**config.mk**
```make
export PLATFORM = sky130hd
export DESIGN_NAME = plasma_pixel_generator_flat
export DESIGN_NICKNAME = d
export VERILOG_FILES = /design/src/hw/rtl/ppg_pkg.sv /design/src/hw/rtl/ppg_stream_if.sv /design/src/hw/rtl/plasma_pixel_generator.sv /design/src/flat_wrapper.sv
export SDC_FILE = /design/constraint.sdc
export NUM_CORES = 1
export LEC_CHECK = 0
export ABC_AREA = 1
export BUFFER_PORTS_ARGS = -buffer_cell sky130_fd_sc_hd__buf_2
export CAP_MARGIN = 30
export CELL_PAD_IN_SITES_DETAIL_PLACEMENT = 0
export CELL_PAD_IN_SITES_GLOBAL_PLACEMENT = 1
export CORE_MARGIN = 2
export CORE_UTILIZATION = 35
export CTS_CLUSTER_SIZE = 25
export DETAILED_ROUTE_END_ITERATION = 16
export GPL_TIMING_DRIVEN = 0
export PLACE_DENSITY_LB_ADDON = 0.15
export SYNTH_ARGS = -nofsm -noshare
export SYNTH_HDL_FRONTEND = slang
export SYNTH_SLANG_ARGS = --single-unit
```
**constraint.sdc**
```tcl
create_clock -name clk_i -period 14.8 [get_ports clk_i]
set_clock_uncertainty 0.2 [all_clocks]
set_input_delay 0.74 -clock clk_i [delete_from_list [all_inputs] [get_ports clk_i]]
set_output_delay 0.74 -clock clk_i [all_outputs]
set_load 0.005 [all_outputs]
```
**src/hw/rtl/ppg_pkg.sv**
```systemverilog
// Plasma pixel generator package: payload types, register indexes, sine ROM
// and RGB565 mixing functions. No dependencies.
package ppg_pkg;

  localparam int unsigned CfgIdxW = 8;
  localparam int unsigned ColorW  = 16;

  localparam logic [CfgIdxW-1:0] CfgBackground = CfgIdxW'(0);
  localparam logic [CfgIdxW-1:0] CfgAccent     = CfgIdxW'(1);

  localparam logic [ColorW-1:0] BackgroundReset = 16'h0000;
  localparam logic [ColorW-1:0] AccentReset     = 16'hFFFF;

  typedef struct packed {
    logic [7:0] pixel_x;
    logic [6:0] pixel_y;
    logic [8:0] frame_time;
  } pix_in_t;

  typedef struct packed {
    logic [ColorW-1:0] pixel_color;
    logic [7:0]        palette_index;
  } pix_out_t;

  typedef struct packed {
    logic [CfgIdxW-1:0] index;
    logic [ColorW-1:0]  data;
  } cfg_wr_t;

  // First quarter of the wave, 127*sin, entries 0..64
  function automatic logic [6:0] quarter_sine(logic [6:0] k);
    logic [6:0] r;
    case (k)
      7'd0:  r = 7'd0;   7'd1:  r = 7'd3;   7'd2:  r = 7'd6;   7'd3:  r = 7'd9;
      7'd4:  r = 7'd12;  7'd5:  r = 7'd15;  7'd6:  r = 7'd18;  7'd7:  r = 7'd21;
      7'd8:  r = 7'd24;  7'd9:  r = 7'd27;  7'd10: r = 7'd30;  7'd11: r = 7'd33;
      7'd12: r = 7'd36;  7'd13: r = 7'd39;  7'd14: r = 7'd42;  7'd15: r = 7'd45;
      7'd16: r = 7'd48;  7'd17: r = 7'd51;  7'd18: r = 7'd54;  7'd19: r = 7'd57;
      7'd20: r = 7'd59;  7'd21: r = 7'd62;  7'd22: r = 7'd65;  7'd23: r = 7'd67;
      7'd24: r = 7'd70;  7'd25: r = 7'd73;  7'd26: r = 7'd75;  7'd27: r = 7'd78;
      7'd28: r = 7'd80;  7'd29: r = 7'd82;  7'd30: r = 7'd85;  7'd31: r = 7'd87;
      7'd32: r = 7'd89;  7'd33: r = 7'd91;  7'd34: r = 7'd94;  7'd35: r = 7'd96;
      7'd36: r = 7'd98;  7'd37: r = 7'd100; 7'd38: r = 7'd102; 7'd39: r = 7'd103;
      7'd40: r = 7'd105; 7'd41: r = 7'd107; 7'd42: r = 7'd108; 7'd43: r = 7'd110;
      7'd44: r = 7'd112; 7'd45: r = 7'd113; 7'd46: r = 7'd114; 7'd47: r = 7'd116;
      7'd48: r = 7'd117; 7'd49: r = 7'd118; 7'd50: r = 7'd119; 7'd51: r = 7'd120;
      7'd52: r = 7'd121; 7'd53: r = 7'd122; 7'd54: r = 7'd123; 7'd55: r = 7'd123;
      7'd56: r = 7'd124; 7'd57: r = 7'd125; 7'd58: r = 7'd125; 7'd59: r = 7'd126;
      7'd60: r = 7'd126; 7'd61: r = 7'd126; 7'd62: r = 7'd126; 7'd63: r = 7'd126;
      7'd64: r = 7'd127;
      default: r = 7'd0;
    endcase
    return r;
  endfunction

  // Full wave from the quarter table, mirrored and negated by quadrant
  function automatic logic signed [7:0] sine(logic [7:0] a);
    logic [6:0] mag;
    if (!a[6]) begin
      mag = quarter_sine({1'b0, a[5:0]});
    end else begin
      mag = quarter_sine(7'd64 - {1'b0, a[5:0]});
    end
    return a[7] ? -$signed({1'b0, mag}) : $signed({1'b0, mag});
  endfunction

  // ca + ((cb - ca) * s) / 64, quotient truncated toward zero
  function automatic logic [5:0] mix_ch(logic [5:0] ca, logic [5:0] cb, logic [5:0] s);
    logic signed [6:0]  diff;
    logic signed [13:0] prod;
    logic signed [13:0] adj;
    logic signed [13:0] quot;
    diff = $signed({1'b0, cb}) - $signed({1'b0, ca});
    prod = diff * $signed({1'b0, s});
    adj  = prod[13] ? prod + 14'sd63 : prod;
    quot = adj >>> 6;
    return ca + quot[5:0];
  endfunction

  function automatic logic [ColorW-1:0] mix565(logic [ColorW-1:0] a, logic [ColorW-1:0] b,
                                               logic [5:0] s);
    logic [5:0] r;
    logic [5:0] g;
    logic [5:0] bl;
    r  = mix_ch({1'b0, a[15:11]}, {1'b0, b[15:11]}, s);
    g  = mix_ch(a[10:5], b[10:5], s);
    bl = mix_ch({1'b0, a[4:0]}, {1'b0, b[4:0]}, s);
    return {r[4:0], g, bl[4:0]};
  endfunction

  // c + ((max - c) * 45) / 100; x/100 as (x * 1311) >> 17, exact for x < 4699
  function automatic logic [5:0] light_ch(logic [5:0] c, logic [5:0] cmax);
    logic [11:0] num;
    logic [22:0] prod;
    num  = 12'(cmax - c) * 12'd45;
    prod = 23'(num) * 23'd1311;
    return c + prod[22:17];
  endfunction

  function automatic logic [ColorW-1:0] light565(logic [ColorW-1:0] c);
    logic [5:0] r;
    logic [5:0] g;
    logic [5:0] bl;
    r  = light_ch({1'b0, c[15:11]}, 6'h1F);
    g  = light_ch(c[10:5], 6'h3F);
    bl = light_ch({1'b0, c[4:0]}, 6'h1F);
    return {r[4:0], g, bl[4:0]};
  endfunction

endpackage

```
**src/hw/rtl/ppg_stream_if.sv**
```systemverilog
// Valid/ready channel carrying one payload struct per transaction.
// Payload types come from ppg_pkg.
interface ppg_stream_if #(
  parameter type payload_t = logic
);
  logic     valid;
  logic     ready;
  payload_t payload;

  modport source (output valid, output payload, input ready);
  modport sink   (input valid, input payload, output ready);
endinterface

```
**src/hw/rtl/plasma_pixel_generator.sv**
```systemverilog
// Plasma pixel generator top level: three-stage pixel pipeline plus theme registers.
// Depends on ppg_pkg and ppg_stream_if.
//
// Usage:
//   pixel_i carries one transaction per pixel (pixel_x, pixel_y, frame_time).
//   pixel_o returns one transaction per pixel (pixel_color in RGB565 and the
//   palette_index that picked it), in the order the pixels came in.
//   cfg_i writes theme registers: index 0 background, index 1 accent; other
//   indexes are dropped. cfg_i is always ready. Write only while no pixel
//   is in flight.
// Timing:
//   pixel_o.valid rises once the transaction has been registered in turn by
//   the input register, the palette index register and the result register.
//   While pixel_o is taken, one pixel per clock is sustained: input register,
//   palette index stage (three sine lookups, sum, constant scale), then the palette
//   mix into the result register. The light theme color is derived at the config write.
// Reset:
//   All stages go empty; background resets to 0x0000, accent to 0xFFFF.
// Stall:
//   When pixel_o is not taken, the pipeline fills up; pixel_i.ready drops
//   once all three stages hold a pixel and returns the cycle the output moves.
module plasma_pixel_generator (
  input  logic                        clk_i,
  input  logic                        rst_ni,
  ppg_stream_if.sink                  pixel_i,
  ppg_stream_if.source                pixel_o,
  ppg_stream_if.sink                  cfg_i
);
  import ppg_pkg::*;

  logic [ColorW-1:0] bg_q;
  logic [ColorW-1:0] accent_q;
  logic [ColorW-1:0] light_q;

  logic       s1_valid_q, s2_valid_q, s3_valid_q;
  logic       s1_en, s2_en, s3_en;
  pix_in_t    s1_q;
  logic [7:0] idx_q;
  pix_out_t   s3_q;

  cfg_wr_t    cfg_wr;
  pix_in_t    pix_in;

  // ---------------- configuration ----------------
  assign cfg_wr      = cfg_i.payload;
  assign cfg_i.ready = 1'b1;

  always_ff @(posedge clk_i or negedge rst_ni) begin
    if (!rst_ni) begin
      bg_q     <= BackgroundReset;
      accent_q <= AccentReset;
      light_q  <= AccentReset;
    end else if (cfg_i.valid) begin
      unique case (cfg_wr.index)
        CfgBackground: bg_q <= cfg_wr.data;
        CfgAccent: begin
          accent_q <= cfg_wr.data;
          light_q  <= light565(cfg_wr.data);
        end
        default: ;
      endcase
    end
  end

  // ---------------- pipeline control ----------------
  assign s3_en         = !s3_valid_q || pixel_o.ready;
  assign s2_en         = !s2_valid_q || s3_en;
  assign s1_en         = !s1_valid_q || s2_en;
  assign pixel_i.ready = s1_en;
  assign pix_in        = pixel_i.payload;

  always_ff @(posedge clk_i or negedge rst_ni) begin
    if (!rst_ni) begin
      s1_valid_q <= 1'b0;
      s2_valid_q <= 1'b0;
      s3_valid_q <= 1'b0;
    end else begin
      if (s1_en) s1_valid_q <= pixel_i.valid;
      if (s2_en) s2_valid_q <= s1_valid_q;
      if (s3_en) s3_valid_q <= s2_valid_q;
    end
  end

  // ---------------- stage 1: input register ----------------
  always_ff @(posedge clk_i) begin
    if (s1_en && pixel_i.valid) begin
      s1_q <= pix_in;
    end
  end

  // ---------------- stage 2: palette index ----------------
  logic [7:0]        addr_a, addr_b, addr_c;
  logic signed [9:0] v_sum;
  logic [9:0]        w_off;
  logic [17:0]       w_scaled;
  logic [20:0]       m_div;
  logic [7:0]        idx_d;

  always_comb begin
    addr_a   = 8'(s1_q.pixel_x * 3) + s1_q.frame_time[7:0];
    addr_b   = {s1_q.pixel_y, 1'b0} - s1_q.frame_time[7:0];
    addr_c   = 8'({s1_q.pixel_x + 8'({1'b0, s1_q.pixel_y}), 1'b0}) + s1_q.frame_time[8:1];
    v_sum    = 10'(sine(addr_a)) + 10'(sine(addr_b)) + 10'(sine(addr_c));
    w_off    = 10'(v_sum + 10'sd384);
    // (w * 255) / 768 = ((w * 255) >> 8) / 3, and m / 3 = (m * 683) >> 11 for m < 2048
    w_scaled = {w_off, 8'b0} - 18'(w_off);
    m_div    = 21'(w_scaled[17:8]) * 21'd683;
    idx_d    = m_div[18:11];
  end

  always_ff @(posedge clk_i) begin
    if (s2_en && s1_valid_q) begin
      idx_q <= idx_d;
    end
  end

  // ---------------- stage 3: palette mix ----------------
  logic [ColorW-1:0] mix_a, mix_b;
  pix_out_t          s3_d;

  always_comb begin
    case (idx_q[7:6])
      2'd0: begin mix_a = bg_q;     mix_b = accent_q; end
      2'd1: begin mix_a = accent_q; mix_b = light_q;  end
      2'd2: begin mix_a = light_q;  mix_b = accent_q; end
      default: begin mix_a = accent_q; mix_b = bg_q; end
    endcase
    s3_d.pixel_color   = mix565(mix_a, mix_b, idx_q[5:0]);
    s3_d.palette_index = idx_q;
  end

  always_ff @(posedge clk_i) begin
    if (s3_en && s2_valid_q) begin
      s3_q <= s3_d;
    end
  end

  assign pixel_o.valid   = s3_valid_q;
  assign pixel_o.payload = s3_q;

  // ---------------- assertions ----------------
  a_accept_fills_s1: assert property (@(posedge clk_i) disable iff (!rst_ni)
    (pixel_i.valid && pixel_i.ready) |=> s1_valid_q)
    else $error("accepted pixel did not enter stage 1");

  a_s2_holds: assert property (@(posedge clk_i) disable iff (!rst_ni)
    (s2_valid_q && !s2_en) |=> (s2_valid_q && $stable(idx_q)))
    else $error("stalled palette index was lost or changed");

  a_idx_range: assert property (@(posedge clk_i) disable iff (!rst_ni)
    s3_valid_q |-> (s3_q.palette_index != 8'd255))
    else $error("palette index out of range");

  a_light_tracks: assert property (@(posedge clk_i) disable iff (!rst_ni)
    light_q == light565(accent_q))
    else $error("light color out of step with accent");

endmodule

```
**src/flat_wrapper.sv**
```systemverilog
// flat-port wrapper written by rule: the top's interface ports become plain ports
module plasma_pixel_generator_flat import ppg_pkg::*;
  (clk_i, rst_ni, pixel_i_valid, pixel_i_payload, pixel_i_ready, pixel_o_valid, pixel_o_payload, pixel_o_ready, cfg_i_valid, cfg_i_payload, cfg_i_ready);
  ppg_stream_if #(.payload_t(pix_in_t)) pixel_i_i ();
  ppg_stream_if #(.payload_t(pix_out_t)) pixel_o_i ();
  ppg_stream_if #(.payload_t(cfg_wr_t)) cfg_i_i ();
  input  logic clk_i;
  input  logic rst_ni;
  input wire logic [$bits(pixel_i_i.valid)-1:0] pixel_i_valid;
  input wire logic [$bits(pixel_i_i.payload)-1:0] pixel_i_payload;
  output wire logic [$bits(pixel_i_i.ready)-1:0] pixel_i_ready;
  output wire logic [$bits(pixel_o_i.valid)-1:0] pixel_o_valid;
  output wire logic [$bits(pixel_o_i.payload)-1:0] pixel_o_payload;
  input wire logic [$bits(pixel_o_i.ready)-1:0] pixel_o_ready;
  input wire logic [$bits(cfg_i_i.valid)-1:0] cfg_i_valid;
  input wire logic [$bits(cfg_i_i.payload)-1:0] cfg_i_payload;
  output wire logic [$bits(cfg_i_i.ready)-1:0] cfg_i_ready;
  assign pixel_i_i.valid = pixel_i_valid;
  assign pixel_i_i.payload = pixel_i_payload;
  assign pixel_i_ready = pixel_i_i.ready;
  assign pixel_o_valid = pixel_o_i.valid;
  assign pixel_o_payload = pixel_o_i.payload;
  assign pixel_o_i.ready = pixel_o_ready;
  assign cfg_i_i.valid = cfg_i_valid;
  assign cfg_i_i.payload = cfg_i_payload;
  assign cfg_i_ready = cfg_i_i.ready;
  plasma_pixel_generator u_core (.clk_i(clk_i), .rst_ni(rst_ni), .pixel_i(pixel_i_i), .pixel_o(pixel_o_i), .cfg_i(cfg_i_i));
endmodule
```
==> results.yml, run 1 <==
sta:
  setup_tns_ns: 0
  finalHoldViolCount: 0
  fin_crit_sh_pct: 89.11
  max_freq_ghz: 0.07582
  slew_viol_final: 0
  period_minus_slack_ns: 13.19
  setup_violations: 0
  rsz0062_at_grt: "no"
  maxSlewHeadroom_pct: 38.22
  tightestPinTransition_ns: 0.9256
grt:
  grt_pass1_wl_um: 114600
  antenna_found_initial: 2
  grt_pass1_vias: 22311
  grt_overflow_total: 0
  grt_max_degree: 37
  grtUsageTotal_pct: 18.03
yosys:
  ys_seq_elements: 107
  async_flop_share_pct: 47.66
  synthesis.nets: 4245
  synth_edf_count: 56
  synthFlopType: "edfxtp_1"
  synthMuxAreaShare_pct: 0
  synth_xor_area_share_pct: 5.849
  ys.warnings.count: 0
  synthSimpleGateAreaFrac_pct: 15.40
  yosysSeqAreaShare_pct: 11.21
  synth.avg_cell_area_um2: 7.899
  syn_inst: 3385
  synth_cell_types: 69
  syn-cell-area_um2: 26740
  synth_compound_area_share_pct: 11.25
  synth_top_family_by_area: "adder cells"
  synthAdderAreaFrac_pct: 44.70
floorplanning:
  num_io_pins: 80
  die_x_um: 280.4
  initial_core_util_pct: 35.26
  dieArea_um2: 78620
  die_y_um: 280.4
  coreArea_um2: 75820
  rows: 101
worst_setup_path:
  crit_slowest_cell: "edfxtp_1"
  criticalPathCategory: "flip-flop to flip-flop"
  slowest_delay_ns: 0.75
  worstPathArrival_ns: 13.23
  crit_path_start_kind: "flip-flop"
  cp-end-kind: "flip-flop"
  r2r_cells: 60
  crit_fanout: 14
  path_common_cell: "ha_1"
  cp_data_required_time_ns: 14.84
place:
  io_buffers: 78
  gp_congestion: 0.8410
  dp_hpwl_um: 57930
drt:
  vias: 21356
  first_iter_violations: 898
  routed_via_density: 4.785
  ant_nets: 0
  drt_wl_total_um: 67330
  wire_per_inst_um: 15.09
  drc: 0
  firstDrtPassIters: 5
clocking:
  clockBufferDepth: 2
  cts_root_buf: "clkbuf_16"
  tritoncts: "yes"
  cts_hold_buf: 0
  cts_resized: 0
  cts.htree.levels: 3
  clk_pin_slew_ns: 0.11
  clock_latency_ns: 0.40
  clock_sinks: 107
  cts_buffers: 9
  post_cts_buffers: 0
layout:
  syn_to_final_growth_pct: 7.515
  drive_gt1_share_pct: 6.831
  finalNetCount: 4339
hold_path:
  hold_path.class: "input port to asynchronous set/reset pin"
outcome:
  status: "complete, no violations"
run:
  max_cap_viol_count: 0
==> registers in the layout, summed over array words and instances, names as in the netlist <==
register / cells
u_core.accent_q: 16
u_core.bg_q: 16
u_core.idx_q: 8
u_core.light_q: 16
u_core.pixel_o.payload: 24
u_core.pixel_o.valid: 1
u_core.s1_q: 24
u_core.s1_valid_q: 1
u_core.s2_valid_q: 1
==> worst paths after layout <==
path | startpoint | to | slack, ns
setup / recovery | u_core.s1_q[1] | u_core.idx_q[4] | 1.61
hold / removal | rst_ni | u_core.bg_q[0] | 0.05
setup reg to reg | u_core.s1_q[1] | u_core.idx_q[4] | 1.61
hold reg to reg | u_core.light_q[8] | u_core.light_q[8] | 0.29
max in group asynchronous | rst_ni | u_core.accent_q[7] | 13.75
min in group clk_i | u_core.light_q[8] | u_core.light_q[8] | 0.29
==> routing by layer <==
layer | track usage (%) | wire length, µm | vias to the layer above
li1 | - | - | 11042
met1 | 24.65 | 33080 | 10083
met2 | 31.89 | 32560 | 200
met3 | 0.7827 | 1016 | 29
met4 | 3.044 | 665 | 2
met5 | 0 | 10 | -
==> logic make-up (layout without fill, tap and decap cells) <==
| group | Yosys count | after routing |
|---|---|---|
| buffers and inverters | 807 | 906 |
| other | 1 | 2 |
| AND/OR/NAND/NOR | 977 | 977 |
| AO/OA/AOI/OAI | 519 | 519 |
| XOR/XNOR | 167 | 167 |
| adder cells (fa/ha/maj) | 807 | 807 |
| flip-flops | 107 | 107 |
==> cells in the final DEF, fill, tap and decap left out, types with 19 or more instances in the layout <==
cell type  count
buf_2         85
nand4_1       20
edfxtp_1      56
inv_1        738
nor2_1       211
dfrtp_1       19
dfstp_2       32
xnor2_1       64
xor2_1        94
clkbuf_1      32
nand3_1      124
fa_1         247
a21oi_1      179
o211ai_1      23
o21ai_0      172
ha_1         560
o22ai_1       27
nand2_1      537
o21bai_1      20
==> synthesized netlist by cell type (5+ instances only) <==
master,number,share of area [%]
nand2_2,18,0.42
a21oi_2,7,0.23
a221oi_1,5,0.16
o21ai_0,172,3.2
inv_2,16,0.22
xor2_1,94,3.1
a21oi_1,180,3.4
nand3b_1,6,0.17
nand2_1,537,7.5
a21o_1,8,0.22
dfrtp_1,19,1.8
xnor2_1,64,2.1
a31oi_1,10,0.23
o21bai_1,20,0.56
dfstp_2,32,3.1
nor2_2,6,0.14
clkbuf_1,32,0.45
fa_1,247,18
nand3_1,124,2.3
o31ai_1,8,0.22
nor3_1,18,0.34
nor2_1,211,3.0
inv_1,738,10
o22ai_1,27,0.63
o211ai_1,23,0.65
o21a_1,14,0.39
o21ai_1,10,0.19
and2_1,5,0.12
or2_2,15,0.35
o221ai_1,13,0.43
edfxtp_1,56,6.3
ha_1,560,26
buf_6,5,0.21
buf_2,7,0.13
nand4_1,20,0.47
==> area by class of cell <==
cell class | instances | area [µm²]
diodes | 1 | 2.502
inverters | 759 | 2856
multi-input cells | 2471 | 20660
clock inverters | 7 | 93.84
well taps | 978 | 1224
flip-flops and latches | 107 | 2998
repair buffers | 83 | 452.9
clock buffers | 9 | 225.2
plain buffers | 48 | 237.7
fillers | 8120 | 47080
==> metrics by stage <==
stage | cells | cell area (µm²) | setup slack (ns) | hold slack, ns | utilization [%]
2_1_floorplan | 3385 | 26740 | 3.682 | 0.2244 | -
3_3_place_gp | 4441 | 28350 | 1.306 | 0.2488 | 37.39
3_5_place_dp | 4446 | 28430 | 1.489 | 0.2747 | 37.49
4_1_cts | 4462 | 28750 | 1.442 | 0.05090 | 37.91
5_1_grt | 4462 | 28750 | 0.2924 | 0.07574 | 37.91
6_report | 4463 | 28750 | 1.611 | 0.05426 | 37.91
==> critical path: cells and delay by family (launching register included) <==
| kind | cells | cell delay, ns |
|---|---|---|
| and+or+nand+nor | 18 | 2.24 |
| xor gates and xnor gates | 3 | 0.63 |
| adders and majority gates | 13 | 5.21 |
| AOI/OAI and AO/OA | 15 | 2.20 |
| buffers and inverters | 11 | 1.73 |
| DFF | 1 | 0.75 |
Power of run 1 is not shown: default switching activity piles up to over one toggle a cycle in this logic, so the estimate is an artifact.
==> run 2: changes to the inputs <==
--- a/config.mk
+++ b/config.mk
@@ -5,7 +5,6 @@
 export SDC_FILE = /design/constraint.sdc
 export NUM_CORES = 1
 export LEC_CHECK = 0
-export ABC_AREA = 1
 export BUFFER_PORTS_ARGS = -buffer_cell sky130_fd_sc_hd__buf_2
 export CAP_MARGIN = 30
 export CELL_PAD_IN_SITES_DETAIL_PLACEMENT = 0
@@ -16,6 +15,7 @@
 export DETAILED_ROUTE_END_ITERATION = 16
 export GPL_TIMING_DRIVEN = 0
 export PLACE_DENSITY_LB_ADDON = 0.15
+export SETUP_SLACK_MARGIN = 0.3
 export SYNTH_ARGS = -nofsm -noshare
 export SYNTH_HDL_FRONTEND = slang
 export SYNTH_SLANG_ARGS = --single-unit
==> results.yml, run 2 <==
outcome:
  status: "complete, no violations"
place:
  io_buffers: 78
  gp_congestion: 0.8718
  dp_hpwl_um: 55950
  pre_cts_ws_ns: -0.5586
worst_setup_path:
  r2r_cells: 56
  worstPathArrival_ns: 13.47
  cp-end-kind: "flip-flop"
  cp_data_required_time_ns: 14.72
  critPathBufInv: 13
  path_common_cell: "ha_1"
  path_delay_family: "adder cells"
  crit_fanout: 10
  criticalPathCategory: "flip-flop to flip-flop"
  crit_slowest_cell: "fa_1"
  slowest_delay_ns: 0.53
  crit_path_start_kind: "flip-flop"
  cp.depth: 56
floorplanning:
  rows: 101
  die_y_um: 279.7
  die_x_um: 279.7
  dieArea_um2: 78210
  num_io_pins: 80
  coreArea_um2: 75570
  initial_core_util_pct: 35.19
grt:
  use_met3_pct: 1.359
  grtUsageTotal_pct: 17.40
  grt_pass1_wl_um: 110900
  grt_busiest_layer: "met2"
  grt_max_degree: 42
  grt_pass1_vias: 21662
  grt_overflow_total: 0
  grt_use_met2_pct: 31.82
  antenna_found_initial: 2
  met1_usage_pct: 22.38
drt:
  firstDrtPassIters: 6
  first_iter_violations: 1206
  routed_via_density: 5.083
  vias: 20754
  drt_wl_total_um: 66150
  drc: 0
  wire_per_inst_um: 16.20
  ant_nets: 0
layout:
  regArea_um2: 2998
  final_cell_mix: "ha_1 (558), inv_1 (536), fa_1 (247)"
  drive_gt1_share_pct: 8.537
  finalNetCount: 3959
  final_common_cell: "ha_1"
  multi_input_area_um2: 21530
  syn_to_final_growth_pct: 9.019
  n_fill_cell: 7637
yosys:
  synth_largest_area_cell: "ha_1"
  ys_seq_elements: 107
  synth_top_area_share_pct: 26.35
  synthesis.nets: 3856
  ys.warnings.count: 0
  synth_most_common_cell: "ha_1"
  synth_edf_count: 56
  synthTopCellsByCount: "ha_1 (560), inv_1 (538), fa_1 (247)"
  synth_area_leaders: "ha_1 (26%), fa_1 (19%), inv_1 (7.6%), edfxtp_1 (6.3%), xnor2_1 (5.1%)"
  yosysSeqAreaShare_pct: 11.27
  async_flop_share_pct: 47.66
  synth.avg_cell_area_um2: 8.877
  syn-cell-area_um2: 26600
  synthFlopType: "edfxtp_1"
  synth_cell_types: 88
  syn_inst: 2996
clocking:
  cts_root_buf: "clkbuf_16"
  cts.htree.levels: 3
  clock_sinks: 107
  clk_pin_slew_ns: 0.09
  tritoncts: "yes"
  clockBufferDepth: 2
  clock_latency_ns: 0.39
  cts_buffers: 9
run:
  max_cap_viol_count: 0
sta:
  tightestPinTransition_ns: 0.9616
  slew_viol_final: 0
  rsz0062_at_grt: "no"
  fin_ws_ns: 1.251
  setup_violations: 0
  maxSlewHeadroom_pct: 34.23
  period_minus_slack_ns: 13.55
  finalHoldViolCount: 0
  fin_crit_sh_pct: 91.55
  max_freq_ghz: 0.07380
hold_path:
  hold_path.class: "input port to asynchronous set/reset pin"
==> run 2: cell types whose count changed after synthesis, moves of 32 or more <==
cell,change
o21ai_0,-52
nor2b_1,+32
xor2_1,-38
inv_1,-200
nand2_1,-329
mux2i_1,+51
xnor2_1,+90
a21o_1,+46
nand3_1,-100
and2_1,+47
nor2_1,-67
clkbuf_1,+45
==> run 2: repair_timing <==
| action | 4_1_cts | 5_1_grt |
|---|---|---|
| hold buffers | 0 | 0 |
| setup buffers | 3 | 7 |
| resized for setup | 22 | 77 |
| pin swaps | 1 | 2 |
| setup endpoints to repair | 8 | 8 |
| endpoints found under the hold margin | 0 | 0 |
==> run 2: layer usage <==
layer | routed length [µm] | share of wire, %
met5 | 13 | 0.020
met1 | 30180 | 46
met4 | 920 | 1.4
met3 | 1764 | 2.7
met2 | 33270 | 50
==> run 2: cell families after synthesis <==
| family | count (synthesis) | share of synthesized area (%) |
|---|---|---|
| xor gates and xnor gates | 217 | 7.457 |
| muxes | 81 | 3.401 |
| buffers and inverters | 630 | 8.929 |
| and+or+nand+nor | 586 | 10.28 |
| AOI/OAI and AO/OA | 567 | 13.70 |
| other | 1 | 0.01410 |
| adders and majority gates | 807 | 44.94 |
| DFF | 107 | 11.27 |
==> run 2: through the flow <==
stage	instances	hold WS [ns]	util [%]	area [µm²]	TNS, ns
finish	4083	0.01548	38.37	28990	0
global route	4083	0.01400	38.37	28990	0
CTS	4075	0.003182	37.95	28680	0
detailed placement	4056	0.2534	37.41	28270	-1.374
global placement	4052	0.2451	37.33	28210	-1.085
floorplan	2996	0.2244	-	26600	0
==> run 2: final cells by class <==
class,count,share of cell area [%]
plain buffers,89,1.308
inverters,541,7.030
multi-input cells,2259,74.24
clock inverters,6,0.2071
clock buffers,10,0.8242
diodes,1,0.008631
repair buffers,92,1.821
flip-flops and latches,107,10.34
well taps,978,4.220
==> run 2: worst paths after layout <==
path,slack [ns],startpoint,endpoint
min in group clk_i,0.27,u_core.idx_q[1],u_core.pixel_o.payload[1]
worst min-delay path,0.02,rst_ni,u_core.bg_q[9]
max in group asynchronous,13.81,rst_ni,u_core.accent_q[15]
worst max register to register,1.25,u_core.s1_q[1],u_core.idx_q[7]
worst min register to register,0.27,u_core.idx_q[1],u_core.pixel_o.payload[1]
worst max-delay path,1.25,u_core.s1_q[1],u_core.idx_q[7]
==> run 2: worst register-to-register path: cells and delay by family (launching register included) <==
kind	cells	cell delay [ns]
fa+ha+maj	14	5.32
xor+xnor	5	0.91
flops	1	0.40
simple gates	9	1.48
buf+inv	13	1.89
compound gates	15	3.09
Power of run 2 is left out for the same reason.
